**src/sv/rpd_pkg.sv**
```systemverilog
`timescale 1ns / 1ps
// ----------------------------------------------------------------------------
// rpd_pkg
// Codes, characters and helper types for the debug-link packet deframer.
// ----------------------------------------------------------------------------
package rpd_pkg;

    localparam logic [2:0] EV_NONE    = 3'd0;
    localparam logic [2:0] EV_PAYLOAD = 3'd1;
    localparam logic [2:0] EV_GOOD    = 3'd2;
    localparam logic [2:0] EV_BAD     = 3'd3;
    localparam logic [2:0] EV_BREAK   = 3'd4;
    localparam logic [2:0] EV_CACK    = 3'd5;
    localparam logic [2:0] EV_CNAK    = 3'd6;

    localparam logic [1:0] PH_IDLE    = 2'd0;
    localparam logic [1:0] PH_PAYLOAD = 2'd1;
    localparam logic [1:0] PH_DIGIT1  = 2'd2;
    localparam logic [1:0] PH_DIGIT2  = 2'd3;

    localparam logic [7:0] CH_BREAK = 8'h03;
    localparam logic [7:0] CH_OPEN  = 8'h24;
    localparam logic [7:0] CH_HASH  = 8'h23;
    localparam logic [7:0] CH_PLUS  = 8'h2B;
    localparam logic [7:0] CH_MINUS = 8'h2D;

    localparam int unsigned PADDR_W = 3;
    localparam logic [0:0]  REG_ACK_ENABLE = 1'd0;

    typedef struct packed {
        logic [2:0] event_res;
        logic [7:0] payload_byte;
        logic [7:0] packet_sum;
        logic       ack_valid;
        logic [7:0] ack_byte;
    } res_t;

    typedef struct packed {
        logic       ok;
        logic [3:0] value;
    } hex_t;

    function automatic hex_t hex_decode(input logic [7:0] c);
        hex_t h;
        logic [7:0] d;
        h = '0;
        d = 8'd0;
        if (c >= 8'h30 && c <= 8'h39) begin
            d = c - 8'h30;
            h.ok = 1'b1;
        end else if (c >= 8'h61 && c <= 8'h66) begin
            d = c - 8'h57;
            h.ok = 1'b1;
        end else if (c >= 8'h41 && c <= 8'h46) begin
            d = c - 8'h37;
            h.ok = 1'b1;
        end
        h.value = d[3:0];
        return h;
    endfunction

endpackage

```
**src/sv/rpd_cfg_regs.sv**
```systemverilog
`timescale 1ns / 1ps
// ----------------------------------------------------------------------------
// rpd_cfg_regs
// APB-style register file holding the ack enable bit.
// ----------------------------------------------------------------------------
module rpd_cfg_regs
(
    input  logic                        clk,
    input  logic                        rst_n,
    input  logic                        psel,
    input  logic                        penable,
    input  logic                        pwrite,
    input  logic [rpd_pkg::PADDR_W-1:0] paddr,
    input  logic [31:0]                 pwdata,
    output logic [31:0]                 prdata,
    output logic                        pready,
    output logic                        ack_enable
);

    logic ack_enable_reg;
    logic ack_enable_next;
    logic hit;

    assign pready = 1'b1;
    assign hit    = (paddr[2:2] == rpd_pkg::REG_ACK_ENABLE);

    always_comb
    begin
        ack_enable_next = ack_enable_reg;
        if (psel && penable && pwrite && hit)
        begin
            ack_enable_next = pwdata[0];
        end
    end

    always_ff @(posedge clk or negedge rst_n)
    begin
        if (!rst_n)
        begin
            ack_enable_reg <= 1'b1;
        end
        else
        begin
            ack_enable_reg <= ack_enable_next;
        end
    end

    assign prdata     = hit ? {31'd0, ack_enable_reg} : 32'd0;
    assign ack_enable = ack_enable_reg;

endmodule

```
**src/sv/rpd_frame_engine.sv**
```systemverilog
`timescale 1ns / 1ps
// ----------------------------------------------------------------------------
// rpd_frame_engine
// Packet phase tracking, checksum compare and result register.
// ----------------------------------------------------------------------------
module rpd_frame_engine
(
    input  logic          clk,
    input  logic          rst_n,
    input  logic          advance,
    input  logic [7:0]    rx_byte,
    input  logic          ack_enable,
    output rpd_pkg::res_t res
);

    logic [1:0]    phase_reg;
    logic [1:0]    phase_next;
    logic [7:0]    sum_reg;
    logic [7:0]    sum_next;
    logic [3:0]    digit_reg;
    logic [3:0]    digit_next;
    logic          digit_ok_reg;
    logic          digit_ok_next;
    rpd_pkg::res_t res_reg;
    rpd_pkg::res_t res_next;
    rpd_pkg::hex_t hex;

    assign hex = rpd_pkg::hex_decode(rx_byte);

    always_comb
    begin
        phase_next    = phase_reg;
        sum_next      = sum_reg;
        digit_next    = digit_reg;
        digit_ok_next = digit_ok_reg;
        res_next      = '0;
        unique case (phase_reg)
            rpd_pkg::PH_IDLE:
            begin
                if (rx_byte == rpd_pkg::CH_PLUS)
                begin
                    res_next.event_res = rpd_pkg::EV_CACK;
                end
                else if (rx_byte == rpd_pkg::CH_MINUS)
                begin
                    res_next.event_res = rpd_pkg::EV_CNAK;
                end
                else if (rx_byte == rpd_pkg::CH_BREAK)
                begin
                    res_next.event_res = rpd_pkg::EV_BREAK;
                    res_next.ack_valid = ack_enable;
                    res_next.ack_byte  = ack_enable ? rpd_pkg::CH_PLUS : 8'd0;
                end
                else if (rx_byte == rpd_pkg::CH_OPEN)
                begin
                    phase_next = rpd_pkg::PH_PAYLOAD;
                    sum_next   = 8'd0;
                end
            end
            rpd_pkg::PH_PAYLOAD:
            begin
                if (rx_byte == rpd_pkg::CH_HASH)
                begin
                    phase_next = rpd_pkg::PH_DIGIT1;
                end
                else
                begin
                    res_next.event_res    = rpd_pkg::EV_PAYLOAD;
                    res_next.payload_byte = rx_byte;
                    sum_next              = sum_reg + rx_byte;
                end
            end
            rpd_pkg::PH_DIGIT1:
            begin
                digit_next    = hex.value;
                digit_ok_next = hex.ok;
                phase_next    = rpd_pkg::PH_DIGIT2;
            end
            rpd_pkg::PH_DIGIT2:
            begin
                res_next.packet_sum = sum_reg;
                res_next.ack_valid  = ack_enable;
                if (hex.ok && digit_ok_reg && ({digit_reg, hex.value} == sum_reg))
                begin
                    res_next.event_res = rpd_pkg::EV_GOOD;
                    res_next.ack_byte  = ack_enable ? rpd_pkg::CH_PLUS : 8'd0;
                end
                else
                begin
                    res_next.event_res = rpd_pkg::EV_BAD;
                    res_next.ack_byte  = ack_enable ? rpd_pkg::CH_MINUS : 8'd0;
                end
                phase_next = rpd_pkg::PH_IDLE;
            end
            default:
            begin
                phase_next = rpd_pkg::PH_IDLE;
            end
        endcase
    end

    always_ff @(posedge clk or negedge rst_n)
    begin
        if (!rst_n)
        begin
            phase_reg    <= rpd_pkg::PH_IDLE;
            sum_reg      <= 8'd0;
            digit_reg    <= 4'd0;
            digit_ok_reg <= 1'b0;
        end
        else if (advance)
        begin
            phase_reg    <= phase_next;
            sum_reg      <= sum_next;
            digit_reg    <= digit_next;
            digit_ok_reg <= digit_ok_next;
        end
    end

    always_ff @(posedge clk)
    begin
        if (advance)
        begin
            res_reg <= res_next;
        end
    end

    assign res = res_reg;

endmodule

```
**src/sv/rsp_packet_deframer.sv**
```systemverilog
`timescale 1ns / 1ps
// ----------------------------------------------------------------------------
// rsp_packet_deframer
// Byte-serial deframer for debug-link packets with a modulo-256 checksum.
// ----------------------------------------------------------------------------
// Input channel: one received character per transaction on rx_byte, with
// in_valid / in_stall. Output channel: one result transaction per input
// transaction, with out_valid / out_stall, carrying event_res, payload_byte,
// packet_sum, ack_valid and ack_byte.
// A character lands in the input register at the edge it is taken; its result
// is written to the result register, raising out_valid, once that register is
// empty or its result is being taken.
// Throughput is one character per cycle while the receiver does not stall; the
// frame engine's single phase/sum update per cycle sets that figure.
// When the receiver stalls, the result register holds, the input register
// holds one more character, and in_stall rises once both are full.
// Reset empties both registers, returns to the idle phase outside any
// packet with a zero sum, and sets ack_enable. ack_enable sits at byte
// address 0 of the APB port; write it only while the block is idle.
// ----------------------------------------------------------------------------
module rsp_packet_deframer
(
    input  logic                        clk,
    input  logic                        rst_n,
    input  logic                        psel,
    input  logic                        penable,
    input  logic                        pwrite,
    input  logic [rpd_pkg::PADDR_W-1:0] paddr,
    input  logic [31:0]                 pwdata,
    output logic [31:0]                 prdata,
    output logic                        pready,
    input  logic                        in_valid,
    output logic                        in_stall,
    input  logic [7:0]                  rx_byte,
    output logic                        out_valid,
    input  logic                        out_stall,
    output logic [2:0]                  event_res,
    output logic [7:0]                  payload_byte,
    output logic [7:0]                  packet_sum,
    output logic                        ack_valid,
    output logic [7:0]                  ack_byte
);

    logic          ack_enable;
    logic          hold_valid_reg;
    logic          hold_valid_next;
    logic [7:0]    hold_byte_reg;
    logic          out_valid_reg;
    logic          out_valid_next;
    logic          advance;
    logic          take;
    rpd_pkg::res_t res;

    rpd_cfg_regs u_cfg
    (
        .clk        (clk),
        .rst_n      (rst_n),
        .psel       (psel),
        .penable    (penable),
        .pwrite     (pwrite),
        .paddr      (paddr),
        .pwdata     (pwdata),
        .prdata     (prdata),
        .pready     (pready),
        .ack_enable (ack_enable)
    );

    // advance the held character when the result register frees up
    assign advance  = hold_valid_reg && (!out_valid_reg || !out_stall);
    assign in_stall = hold_valid_reg && !advance;
    assign take     = in_valid && !in_stall;

    always_comb
    begin
        hold_valid_next = hold_valid_reg;
        if (take)
        begin
            hold_valid_next = 1'b1;
        end
        else if (advance)
        begin
            hold_valid_next = 1'b0;
        end
        out_valid_next = out_valid_reg;
        if (advance)
        begin
            out_valid_next = 1'b1;
        end
        else if (!out_stall)
        begin
            out_valid_next = 1'b0;
        end
    end

    always_ff @(posedge clk or negedge rst_n)
    begin
        if (!rst_n)
        begin
            hold_valid_reg <= 1'b0;
            out_valid_reg  <= 1'b0;
        end
        else
        begin
            hold_valid_reg <= hold_valid_next;
            out_valid_reg  <= out_valid_next;
        end
    end

    always_ff @(posedge clk)
    begin
        if (take)
        begin
            hold_byte_reg <= rx_byte;
        end
    end

    rpd_frame_engine u_engine
    (
        .clk        (clk),
        .rst_n      (rst_n),
        .advance    (advance),
        .rx_byte    (hold_byte_reg),
        .ack_enable (ack_enable),
        .res        (res)
    );

    assign out_valid    = out_valid_reg;
    assign event_res    = res.event_res;
    assign payload_byte = res.payload_byte;
    assign packet_sum   = res.packet_sum;
    assign ack_valid    = res.ack_valid;
    assign ack_byte     = res.ack_byte;

endmodule

```
**config.mk**
```make
export PLATFORM = sky130hd
export DESIGN_NAME = rsp_packet_deframer
export DESIGN_NICKNAME = d
export VERILOG_FILES = /design/src/sv/rpd_pkg.sv /design/src/sv/rpd_cfg_regs.sv /design/src/sv/rpd_frame_engine.sv /design/src/sv/rsp_packet_deframer.sv
export SDC_FILE = /design/constraint.sdc
export NUM_CORES = 1
export LEC_CHECK = 0
export BUFFER_PORTS_ARGS = -buffer_cell sky130_fd_sc_hd__clkbuf_2
export CAP_MARGIN = 0
export CORE_AREA = 2 2 60 118
export DETAILED_ROUTE_END_ITERATION = 8
export DIE_AREA = 0 0 62 120
export PLACE_DENSITY = 0.71
export SLEW_MARGIN = 20
export SYNTH_ARGS = -nofsm -noshare
export SYNTH_HDL_FRONTEND = slang
export SYNTH_HIERARCHICAL = 1
export SYNTH_SLANG_ARGS = --single-unit
```
**constraint.sdc**
```tcl
create_clock -name clk -period 7 [get_ports clk]
set_input_delay 1.05 -clock clk [delete_from_list [all_inputs] [get_ports clk]]
set_output_delay 1.05 -clock clk [all_outputs]
set_load 0.05 [all_outputs]
```
---- Yosys cells after proc, flatten, opt, wreduce, memory -nomap -nowiden ----
Cells that the tools add are included.
storage, ports and cells
  input bits .............................. 50
  register bits after elaboration ......... 54
  output and inout bits ................... 63
cells by class
  reductions and logical operators ........ 23
  eq/ne operators ......................... 16
  muxes and demuxes ....................... 36
  bitwise operators ....................... 2
  order comparisons ....................... 6
  add/sub/neg operators ................... 4
operator list
  kind                   count
  $mux W8                6
  $mux W9                4
  $eq A8 B6 Y1 const B   4
  $pmux W9 S2            1
  $ge A8 B7 Y1 const B   2
  $le A8 B7 Y1 const B   2
  $pmux W8 S2            1
  $mux W4                3
  $mux W6                2
  $logic_and A1 B1 Y1    11
  $mux W2                5
  $mux W1                9
  $mux W3                3
  $pmux W3 S3            1
  $add A8 B8 Y8          1
  $eq A8 B2 Y1 const B   1
  $eq A8 B8 Y1           1
  $ge A8 B6 Y1 const B   1
  $le A8 B6 Y1 const B   1
  $ne A2 B2 Y1 const B   4
  $pmux W2 S4            1
  $sub A4 B3 Y4 const B  2
  $reduce_and A7 Y1      1
  $ne A2 B1 Y1 const B   3
  11 further kinds       17

---- Longest topological paths before layout ----
Gate-level depths: netlist (run 1).
  depth after elaboration ................. 9
  mapped depth ............................ 8
  depth with buffers taken out ............ 8

---- Hierarchy ----
The synthesis (run 1) kept the hierarchy.
modules (own cells, without submodules)
  module               area each (µm²)  instances  cells each
  rpd_frame_engine     2188.3           1          204
  rsp_packet_deframer  332.8            1          16
  rpd_cfg_regs         302.8            1          38

---- Least setup slack after synthesis (run 1) ----
Ideal clock, no wire load.
  path kind ............................... input -> register
  start ................................... in out_stall
  end ..................................... reg u_engine.sum_reg[7]
  path slack .............................. 3.116 ns
  data required time ...................... 6.936 ns
  buffers on the path ..................... 1
  cell stages on the path ................. 5
  data arrival time ....................... 3.820 ns
  cell sequence ........................... a21boi_0 > and3_1 > clkbuf_1 > nor3b_1 > a21o_1
between the ends
  longest elaborated chain between the ends .. 4
RTL lines
  element                      RTL line                   source
  from (decl)                  rsp_packet_deframer.sv:36  input logic out_stall,
  $logic_not A1 Y1             n/a
  $logic_or A1 B1 Y1           rsp_packet_deframer.sv:69  assign advance = hold_valid_reg && (!out_valid_reg || !out_stall);
  $logic_and A1 B1 Y1          rsp_packet_deframer.sv:69
  $reduce_and A7 Y1 (no line)  n/a
  to (signal assigned)         rpd_frame_engine.sv:114    sum_reg <= sum_next;
  to (decl)                    rpd_frame_engine.sv:18     logic [7:0] sum_reg;
Every way passes these cells.
A chain may end at the register's enable or synchronous reset.

==> metrics.txt, run 1 <==
# TYPE chip_impl_metric gauge
chip_impl_metric{name="num_rows",unit=""} 42
chip_impl_metric{name="syn_area_per_cell",unit="µm²"} 10.9
chip_impl_metric{name="final.setup.tns",unit="ns"} 0
chip_impl_metric{name="largest_register_ffs",unit=""} 22
chip_impl_metric{name="vias",unit=""} 1960
chip_impl_metric{name="maximum_operating_frequency",unit="GHz"} 0.343
chip_impl_metric{name="finalWeightedCongestion",unit=""} 0.888
chip_impl_metric{name="hold_viol",unit=""} 0
chip_impl_metric{name="clkLatencyLatePin",unit="ns"} 0.29
chip_impl_metric{name="detail_route.wl_per_cell",unit="µm"} 14.2
chip_impl_metric{name="postRouteWirelength",unit="µm"} 5560
chip_impl_metric{name="postCtsSetupRepairBufs",unit=""} 0
chip_impl_metric{name="min_period",unit="ns"} 2.92
chip_impl_metric{name="detailedPlace.worstSlack",unit="ns"} 4.10
chip_impl_info{name="hold_endpoint",value="u_engine/digit_ok_reg"} 1
chip_impl_metric{name="io_pins",unit=""} 113
chip_impl_info{name="grt_setup_unrepaired",value="false"} 1
chip_impl_metric{name="post-route-worst-setup-slack",unit="ns"} 4.08
chip_impl_metric{name="insertedDiodeCount",unit=""} 0
chip_impl_metric{name="groute.usage.overall",unit="%"} 15.8
chip_impl_metric{name="worstPathArrival",unit="ns"} 2.95
chip_impl_metric{name="crit_required",unit="ns"} 7.03
chip_impl_metric{name="cts.hold.buffers_added",unit=""} 0
chip_impl_metric{name="grt_start_max_net_pins",unit=""} 28
chip_impl_info{name="outcome",value="complete, no violations"} 1
chip_impl_metric{name="worstMarginPinSlew",unit="ns"} 0.577
chip_impl_metric{name="cts_num_sinks",unit=""} 48
chip_impl_metric{name="layout_stage_area_growth_over_the_synthesis_result",unit="%"} 10.8
chip_impl_metric{name="numPortBuffers",unit=""} 44
chip_impl_info{name="critPathCaptureType",value="flip-flop"} 1
chip_impl_metric{name="yosys_warnings",unit=""} 6
chip_impl_metric{name="r2r_setup_slack",unit="ns"} 4.08
chip_impl_metric{name="initial_antenna_violation_count",unit=""} 0
chip_impl_info{name="worstPathCellList",value="or4b_4 -> or4b_4 -> a31o_1 -> a221o_1 -> o31ai_1 -> a21oi_1"} 1
chip_impl_info{name="critical_path.startpoint_type",value="flip-flop"} 1
chip_impl_metric{name="gr-total-overflow",unit=""} 0
chip_impl_metric{name="fp.dieW",unit="µm"} 62
chip_impl_metric{name="netSwitchingFraction",unit="%"} 40.8
chip_impl_metric{name="synthDistinctLibCells",unit=""} 51
chip_impl_metric{name="combPwrFrac",unit="%"} 41.0
chip_impl_metric{name="dr.first_iter.drc_count",unit=""} 67
chip_impl_metric{name="synth_area",unit="µm²"} 2820
chip_impl_metric{name="fillers",unit=""} 604
chip_impl_metric{name="routed_via_density",unit=""} 5.01
chip_impl_metric{name="worst_setup_skew_after_layout",unit="ns"} 0.00424
chip_impl_metric{name="core_area",unit="µm²"} 6570
chip_impl_metric{name="power.share.clock",unit="%"} 20.6
chip_impl_info{name="rr_endpoint",value="u_engine/res[25]"} 1
chip_impl_metric{name="cts.clk_slew.worst_paths",unit="ns"} 0.06
chip_impl_metric{name="worstRegToRegCells",unit=""} 6
chip_impl_metric{name="period_share",unit="%"} 41.6
chip_impl_metric{name="timing.critical_path.fanout_max",unit=""} 10
chip_impl_metric{name="synth-seq-cells",unit=""} 48
chip_impl_metric{name="worst_path_largest_cell_delay",unit="ns"} 0.59
chip_impl_metric{name="max-clock-path-buffers",unit=""} 2
chip_impl_metric{name="global_route_wire_length_before_repair",unit="µm"} 8560
chip_impl_metric{name="powerDensity",unit="nW/µm²"} 359
chip_impl_metric{name="syn-instance-count",unit=""} 258
chip_impl_metric{name="p_int",unit="W"} 0.000665
chip_impl_info{name="clockRootBuffer",value="sky130_fd_sc_hd__clkbuf_16"} 1
chip_impl_info{name="synth_top_cells_by_count",value="sky130_fd_sc_hd__buf_4 (38), sky130_fd_sc_hd__edfxtp_1 (30), sky130_fd_sc_hd__dfrtp_1 (17)"} 1
chip_impl_info{name="crit-reg2reg-launch",value="hold_byte_reg[3]"} 1
chip_impl_metric{name="detail_route.drc_violations",unit=""} 0
chip_impl_metric{name="first_pass_iters",unit=""} 5
chip_impl_metric{name="cts-buffers-inserted",unit=""} 5
chip_impl_metric{name="synth-seq-area-share",unit="%"} 47.9
chip_impl_info{name="timing.setup.critical_path_class",value="flip-flop to flip-flop"} 1
chip_impl_info{name="ys.flop_type",value="sky130_fd_sc_hd__edfxtp_1"} 1
chip_impl_metric{name="first_global_vias",unit=""} 1860
chip_impl_metric{name="detailedPlacementHpwl",unit="µm"} 4310
chip_impl_metric{name="height_of_the_die",unit="µm"} 120
chip_impl_metric{name="htreeDepth",unit=""} 2
chip_impl_metric{name="post_layout_nets",unit=""} 367
chip_impl_metric{name="die_area",unit="µm²"} 7440
chip_impl_metric{name="synth-async-reset-ratio",unit="%"} 37.5
chip_impl_info{name="clock_tree_from_tritoncts",value="yes"} 1
chip_impl_metric{name="switchingPower",unit="W"} 0.000459
chip_impl_metric{name="finalSetupViolCount",unit=""} 0
chip_impl_info{name="worstHoldStart",value="u_engine/digit_ok_reg"} 1
chip_impl_metric{name="drt.antenna.violating_nets",unit=""} 0
chip_impl_metric{name="report.final.slew_viol_count",unit=""} 0
chip_impl_metric{name="worstHoldPathCells",unit=""} 2
chip_impl_metric{name="max-slew-margin-rel",unit="%"} 61.3
chip_impl_metric{name="cap_viol_max_count",unit=""} 0
chip_impl_info{name="synthDominantAreaCellType",value="sky130_fd_sc_hd__edfxtp_1"} 1
chip_impl_info{name="synth.top_cells.by_area",value="sky130_fd_sc_hd__edfxtp_1 (32%), sky130_fd_sc_hd__dfrtp_1 (15%), sky130_fd_sc_hd__buf_4 (10%)"} 1
chip_impl_metric{name="p_seq_share",unit="%"} 38.5
chip_impl_metric{name="synth-edff-count",unit=""} 30
chip_impl_metric{name="cts_resized",unit=""} 0
chip_impl_metric{name="worst_ir_drop_vdd",unit="V"} 0.000151
chip_impl_info{name="timing.hold.worst.class",value="flip-flop to flip-flop"} 1
chip_impl_info{name="cpMaxStageDelayCell",value="sky130_fd_sc_hd__or4b_4"} 1
chip_impl_metric{name="cellLeakagePower",unit="nW"} 1.43
chip_impl_metric{name="starting_density_of_the_core",unit="%"} 43.0
chip_impl_metric{name="yosysTopAreaCellShare",unit="%"} 31.9
chip_impl_info{name="synth.most_common_cell",value="sky130_fd_sc_hd__buf_4"} 1
chip_impl_metric{name="hold_slack",unit="ns"} 0.500
chip_impl_info{name="critical_path.most_common_cell",value="sky130_fd_sc_hd__or4b_4"} 1
chip_impl_metric{name="drive_above_1_share",unit="%"} 20.5
[stage by stage]
stage          util, %  total power (W)  cells  cell area [µm²]
6_report          47.6          0.00112    391             3130
5_1_grt           47.6          0.00119    391             3130
4_1_cts           47.6          0.00113    391             3130
3_5_place_dp      45.4         0.000896    383             2990
3_3_place_gp      45.4         0.000876    383             2990
2_1_floorplan        -         0.000810    290             2940
[cell usage in the layout, fill, tap and decap left out, drive strengths merged, types with 4 or more instances in the layout]
cell type	n
a21o	6
a21oi	13
a22o	7
a31oi	4
and2	14
clkbuf	49
conb	35
dfrtp	17
edfxtp	30
ha	14
inv	13
nand2	10
nand2b	5
nand3	6
nor2	14
nor3	9
o21ai	5
xnor2	6
xor2	5
[kinds of logic (layout without fill, tap and decap cells)]
group	after synthesis	after routing	share of synthesized area (%)
and+or+nand+nor	76	76	15.6
buffers and inverters	53	66	12.4
AOI/OAI and AO/OA	50	50	12.6
DFF	48	48	47.9
adders and majority gates	15	15	6.91
xor gates and xnor gates	11	11	3.41
other	3	35	0.399
muxes	2	2	0.797
[layer usage]
metal  vias to the layer above  GRT usage, %  part of all wire [%]
met5                         -             0                     0
met4                         0          10.1                   3.5
met3                        15          2.26                   4.5
met2                        94          28.5                    57
met1                       919          15.1                    35
li1                        932             -                     -
[cell type report]
| cell class | instances | area, µm² | share of cell area [%] |
|---|---|---|---|
| clock inverters | 3 | 18.8 | 0.600 |
| well taps | 88 | 110 | 3.52 |
| flip-flops and latches | 48 | 1350 | 43.2 |
| inverters | 13 | 48.8 | 1.56 |
| repair buffers | 45 | 228 | 7.28 |
| multi-input cells | 189 | 1250 | 39.8 |
| clock buffers | 5 | 125 | 4.00 |
[critical path: cells and delay by family (launching register included)]
family,cells,cell delay [ns]
AO/OA/AOI/OAI,4,0.98
AND/OR/NAND/NOR,2,1.14
flip-flops,1,0.54
[power by group through the flow]
stage	registers, W	clock network [W]	logic, W
after floorplan	0.000486	0	0.000324
after global placement	0.000433	0	0.000443
after detailed placement	0.000437	0	0.000458
after CTS	0.000432	0.000236	0.000460
after global routing	0.000442	0.000248	0.000504
final	0.000432	0.000231	0.000460
[worst max path at each step]
| stage | from | endpoint | slack [ns] |
|---|---|---|---|
| final | hold_byte_reg[3] | u_engine/res[25] | 4.08 |
| after global routing | hold_byte_reg[3] | u_engine/res[25] | 4.02 |
| after CTS | hold_byte_reg[3] | u_engine/res[25] | 4.09 |
| after detailed placement | hold_byte_reg[3] | u_engine/res[25] | 4.10 |
| after global placement | hold_byte_reg[3] | u_engine/res[25] | 4.11 |
| after floorplan | out_stall | u_engine/sum_reg[7] | 3.12 |
Power figures use the tool's default switching activity.
==> run 2: changes to the inputs <==
Settings changed: CORE_AREA 2 2 60 118 to 2 2 60 119, DIE_AREA 0 0 62 120 to 0 0 62 121, PLACE_DENSITY 0.71 to 0.74.
Clock period 7 ns to 2.4 ns, I/O delays scaled along.
==> run 2 against run 1 <==
  * The run now ends with setup timing left
  * Cell area rose by 6.8%
  * Register-to-register slack lost 4.4 ns
  * Hold slack got worse by 0.47 ns
  * Critical endpoint unchanged
  * Flip-flop and latch count unchanged
==> metrics.txt, run 2 (synthesis gave the netlist of run 1 again) <==
# TYPE chip_impl_metric gauge
chip_impl_metric{name="cts_num_sinks",unit=""} 48
chip_impl_metric{name="maximum_operating_frequency",unit="GHz"} 0.369
chip_impl_metric{name="starting_density_of_the_core",unit="%"} 43.0
chip_impl_metric{name="cts-buffers-inserted",unit=""} 5
chip_impl_metric{name="cts.clk_slew.worst_paths",unit="ns"} 0.06
chip_impl_metric{name="postCtsSetupRepairBufs",unit=""} 0
chip_impl_metric{name="worstMarginPinSlew",unit="ns"} 0.506
chip_impl_metric{name="vias",unit=""} 2034
chip_impl_metric{name="hold_viol",unit=""} 0
chip_impl_info{name="timing.hold.worst.class",value="input pin to async pin"} 1
chip_impl_metric{name="worst_path_largest_cell_delay",unit="ns"} 0.56
chip_impl_metric{name="period_share",unit="%"} 113
chip_impl_metric{name="finalSetupViolCount",unit=""} 3
chip_impl_info{name="cpMaxStageDelayCell",value="sky130_fd_sc_hd__or4b_4"} 1
chip_impl_info{name="critical_path.top_delay_family",value="simple AND/OR/NAND/NOR gates"} 1
chip_impl_info{name="critPathCaptureType",value="flip-flop"} 1
chip_impl_info{name="clock_tree_from_tritoncts",value="yes"} 1
chip_impl_metric{name="timing.critical_path.fanout_max",unit=""} 2
chip_impl_metric{name="global_route_wire_length_before_repair",unit="µm"} 8810
chip_impl_metric{name="clkLatencyLatePin",unit="ns"} 0.29
chip_impl_metric{name="die_area",unit="µm²"} 7500
chip_impl_metric{name="max-slew-margin-rel",unit="%"} 66.3
chip_impl_metric{name="place_inst",unit=""} 407
chip_impl_info{name="crit-reg2reg-launch",value="hold_byte_reg[3]"} 1
chip_impl_metric{name="drt.antenna.violating_nets",unit=""} 0
chip_impl_info{name="critical_path.startpoint_type",value="flip-flop"} 1
chip_impl_metric{name="worst-path-buf-inv",unit=""} 0
chip_impl_metric{name="largest_register_ffs",unit=""} 22
chip_impl_metric{name="first_pass_iters",unit=""} 4
chip_impl_metric{name="crit_required",unit="ns"} 2.43
chip_impl_info{name="clockRootBuffer",value="sky130_fd_sc_hd__clkbuf_16"} 1
chip_impl_metric{name="worst_setup_skew_after_layout",unit="ns"} 0.00484
chip_impl_metric{name="detail_route.drc_violations",unit=""} 0
chip_impl_metric{name="worst_ir_drop_vdd",unit="V"} 0.000457
chip_impl_metric{name="drive_above_1_share",unit="%"} 28.1
chip_impl_metric{name="groute.usage.overall",unit="%"} 16.6
chip_impl_metric{name="fp.dieW",unit="µm"} 62
chip_impl_metric{name="post_layout_nets",unit=""} 391
chip_impl_metric{name="detail_route.wl_per_cell",unit="µm"} 13.7
chip_impl_metric{name="max-clock-path-buffers",unit=""} 2
chip_impl_metric{name="report.final.slew_viol_count",unit=""} 0
chip_impl_metric{name="worstPathArrival",unit="ns"} 2.74
chip_impl_metric{name="r2r_setup_slack",unit="ns"} -0.31
chip_impl_metric{name="cellLeakagePower",unit="nW"} 1.54
chip_impl_metric{name="dr.first_iter.drc_count",unit=""} 61
chip_impl_metric{name="initial_antenna_violation_count",unit=""} 0
chip_impl_info{name="outcome",value="finished with violations"} 1
chip_impl_metric{name="num_rows",unit=""} 42
chip_impl_metric{name="insertedDiodeCount",unit=""} 0
chip_impl_metric{name="finish.utilization",unit="%"} 50.9
chip_impl_metric{name="gr-total-overflow",unit=""} 0
chip_impl_metric{name="postRouteWirelength",unit="µm"} 5700
chip_impl_metric{name="layout_stage_area_growth_over_the_synthesis_result",unit="%"} 18.3
chip_impl_info{name="most-common-layout-cells",value="sky130_fd_sc_hd__clkbuf_2 (44), sky130_fd_sc_hd__conb_1 (35), sky130_fd_sc_hd__edfxtp_1 (30)"} 1
chip_impl_info{name="mostFrequentLayoutCell",value="sky130_fd_sc_hd__clkbuf_2"} 1
chip_impl_metric{name="fillers",unit=""} 630
chip_impl_metric{name="htreeDepth",unit=""} 2
chip_impl_metric{name="post-route-worst-setup-slack",unit="ns"} -0.310
chip_impl_metric{name="first_global_vias",unit=""} 1818
chip_impl_metric{name="grt_start_max_net_pins",unit=""} 19
chip_impl_metric{name="routed_via_density",unit=""} 4.90
chip_impl_info{name="critical_path.most_common_cell",value="sky130_fd_sc_hd__or4b_4"} 1
chip_impl_metric{name="cap_viol_max_count",unit=""} 0
chip_impl_metric{name="detailedPlacementHpwl",unit="µm"} 4560
chip_impl_info{name="timing.setup.critical_path_class",value="flip-flop to flip-flop"} 1
chip_impl_metric{name="worstRegToRegCells",unit=""} 6
chip_impl_metric{name="fin_cells",unit=""} 415
chip_impl_info{name="grt_setup_unrepaired",value="true"} 1
chip_impl_info{name="rr_endpoint",value="u_engine/res[25]"} 1
chip_impl_metric{name="core_area",unit="µm²"} 6570
chip_impl_metric{name="min_period",unit="ns"} 2.71
chip_impl_metric{name="powerDensity",unit="nW/µm²"} 1010
chip_impl_metric{name="height_of_the_die",unit="µm"} 121
chip_impl_metric{name="io_pins",unit=""} 113
chip_impl_info{name="worstPathCellList",value="or4b_4 -> or4b_4 -> a31o_1 -> a221o_1 -> o31ai_2 -> a21oi_1"} 1
chip_impl_info{name="violations_in_the_final_reports",value="setup timing"} 1
chip_impl_metric{name="finalWeightedCongestion",unit=""} 0.902
chip_impl_metric{name="numPortBuffers",unit=""} 44
==> run 2: cell types whose count changed in the layout (fill, tap and decap cells not counted), sizes merged <==
| cell | previous run | this run |
|---|---|---|
| clkinv | 3 | 0 |
| clkinvlp | 0 | 2 |
| buf | 1 | 25 |
| clkbuf | 49 | 50 |
==> run 2: timing repair <==
action | 4_1_cts | 5_1_grt
pin swaps | 1 | 1
setup endpoints to repair | 3 | 11
gates cloned | 0 | 0
hold buffers | 0 | 0
resized for setup | 0 | 5
==> run 2: where the power goes <==
part / total [W] / internal, W / switching (W)
combinational: 0.00142 / 0.000514 / 0.000910
sequential: 0.00124 / 0.00109 / 0.000150
clock: 0.000705 / 0.000414 / 0.000291
==> run 2: how the worst max path moves through the flow <==
stage,start,end,slack (ns),cells past startpoint
4_1_cts,hold_byte_reg[7],u_engine/res[25],-0.31,6
3_5_place_dp,hold_byte_reg[7],u_engine/res[25],-0.30,6
6_report,hold_byte_reg[3],u_engine/res[25],-0.31,6
3_3_place_gp,hold_byte_reg[7],u_engine/res[25],-0.30,6
5_1_grt,hold_byte_reg[7],u_engine/res[25],-0.39,6
2_1_floorplan,hold_byte_reg[3],u_engine/res[25],-0.28,7
==> run 2: through the flow <==
step           setup TNS (ns)  instance area [µm²]  total power (W)  setup WS, ns  hold WS [ns]
2_1_floorplan          -0.725                 2950          0.00237        -0.281        0.0644
3_3_place_gp           -0.729                 3170          0.00262        -0.297         0.357
3_5_place_dp           -0.713                 3170          0.00265        -0.296         0.352
4_1_cts                -0.748                 3320          0.00336        -0.310        0.0462
5_1_grt                 -1.00                 3340          0.00357        -0.389        0.0600
6_report               -0.772                 3340          0.00337        -0.310        0.0282
==> run 2: final cells by class <==
type	instances	area, µm²	share of cell area, %
clock inverters	2	15.0	0.449
clock buffers	6	139	4.16
repair buffers	69	408	12.2
multi-input cells	189	1270	38.0
flip-flops and latches	48	1350	40.5
inverters	13	48.8	1.46
well taps	88	110	3.29
==> run 2: metal layers <==
metal | wire [µm] | vias to the layer above | track usage [%]
li1 | - | 980 | -
met1 | 1920 | 955 | 15.4
met2 | 3250 | 86 | 30.2
met3 | 265 | 13 | 3.20
met4 | 267 | 0 | 10.2
met5 | 0 | - | 0
==> run 2: worst reg2reg max path: cells and delay by family (launching register included) <==
| family | cells | cell delay, ns |
|---|---|---|
| AOI/OAI and AO/OA | 4 | 0.95 |
| and+or+nand+nor | 2 | 1.10 |
| DFF | 1 | 0.40 |
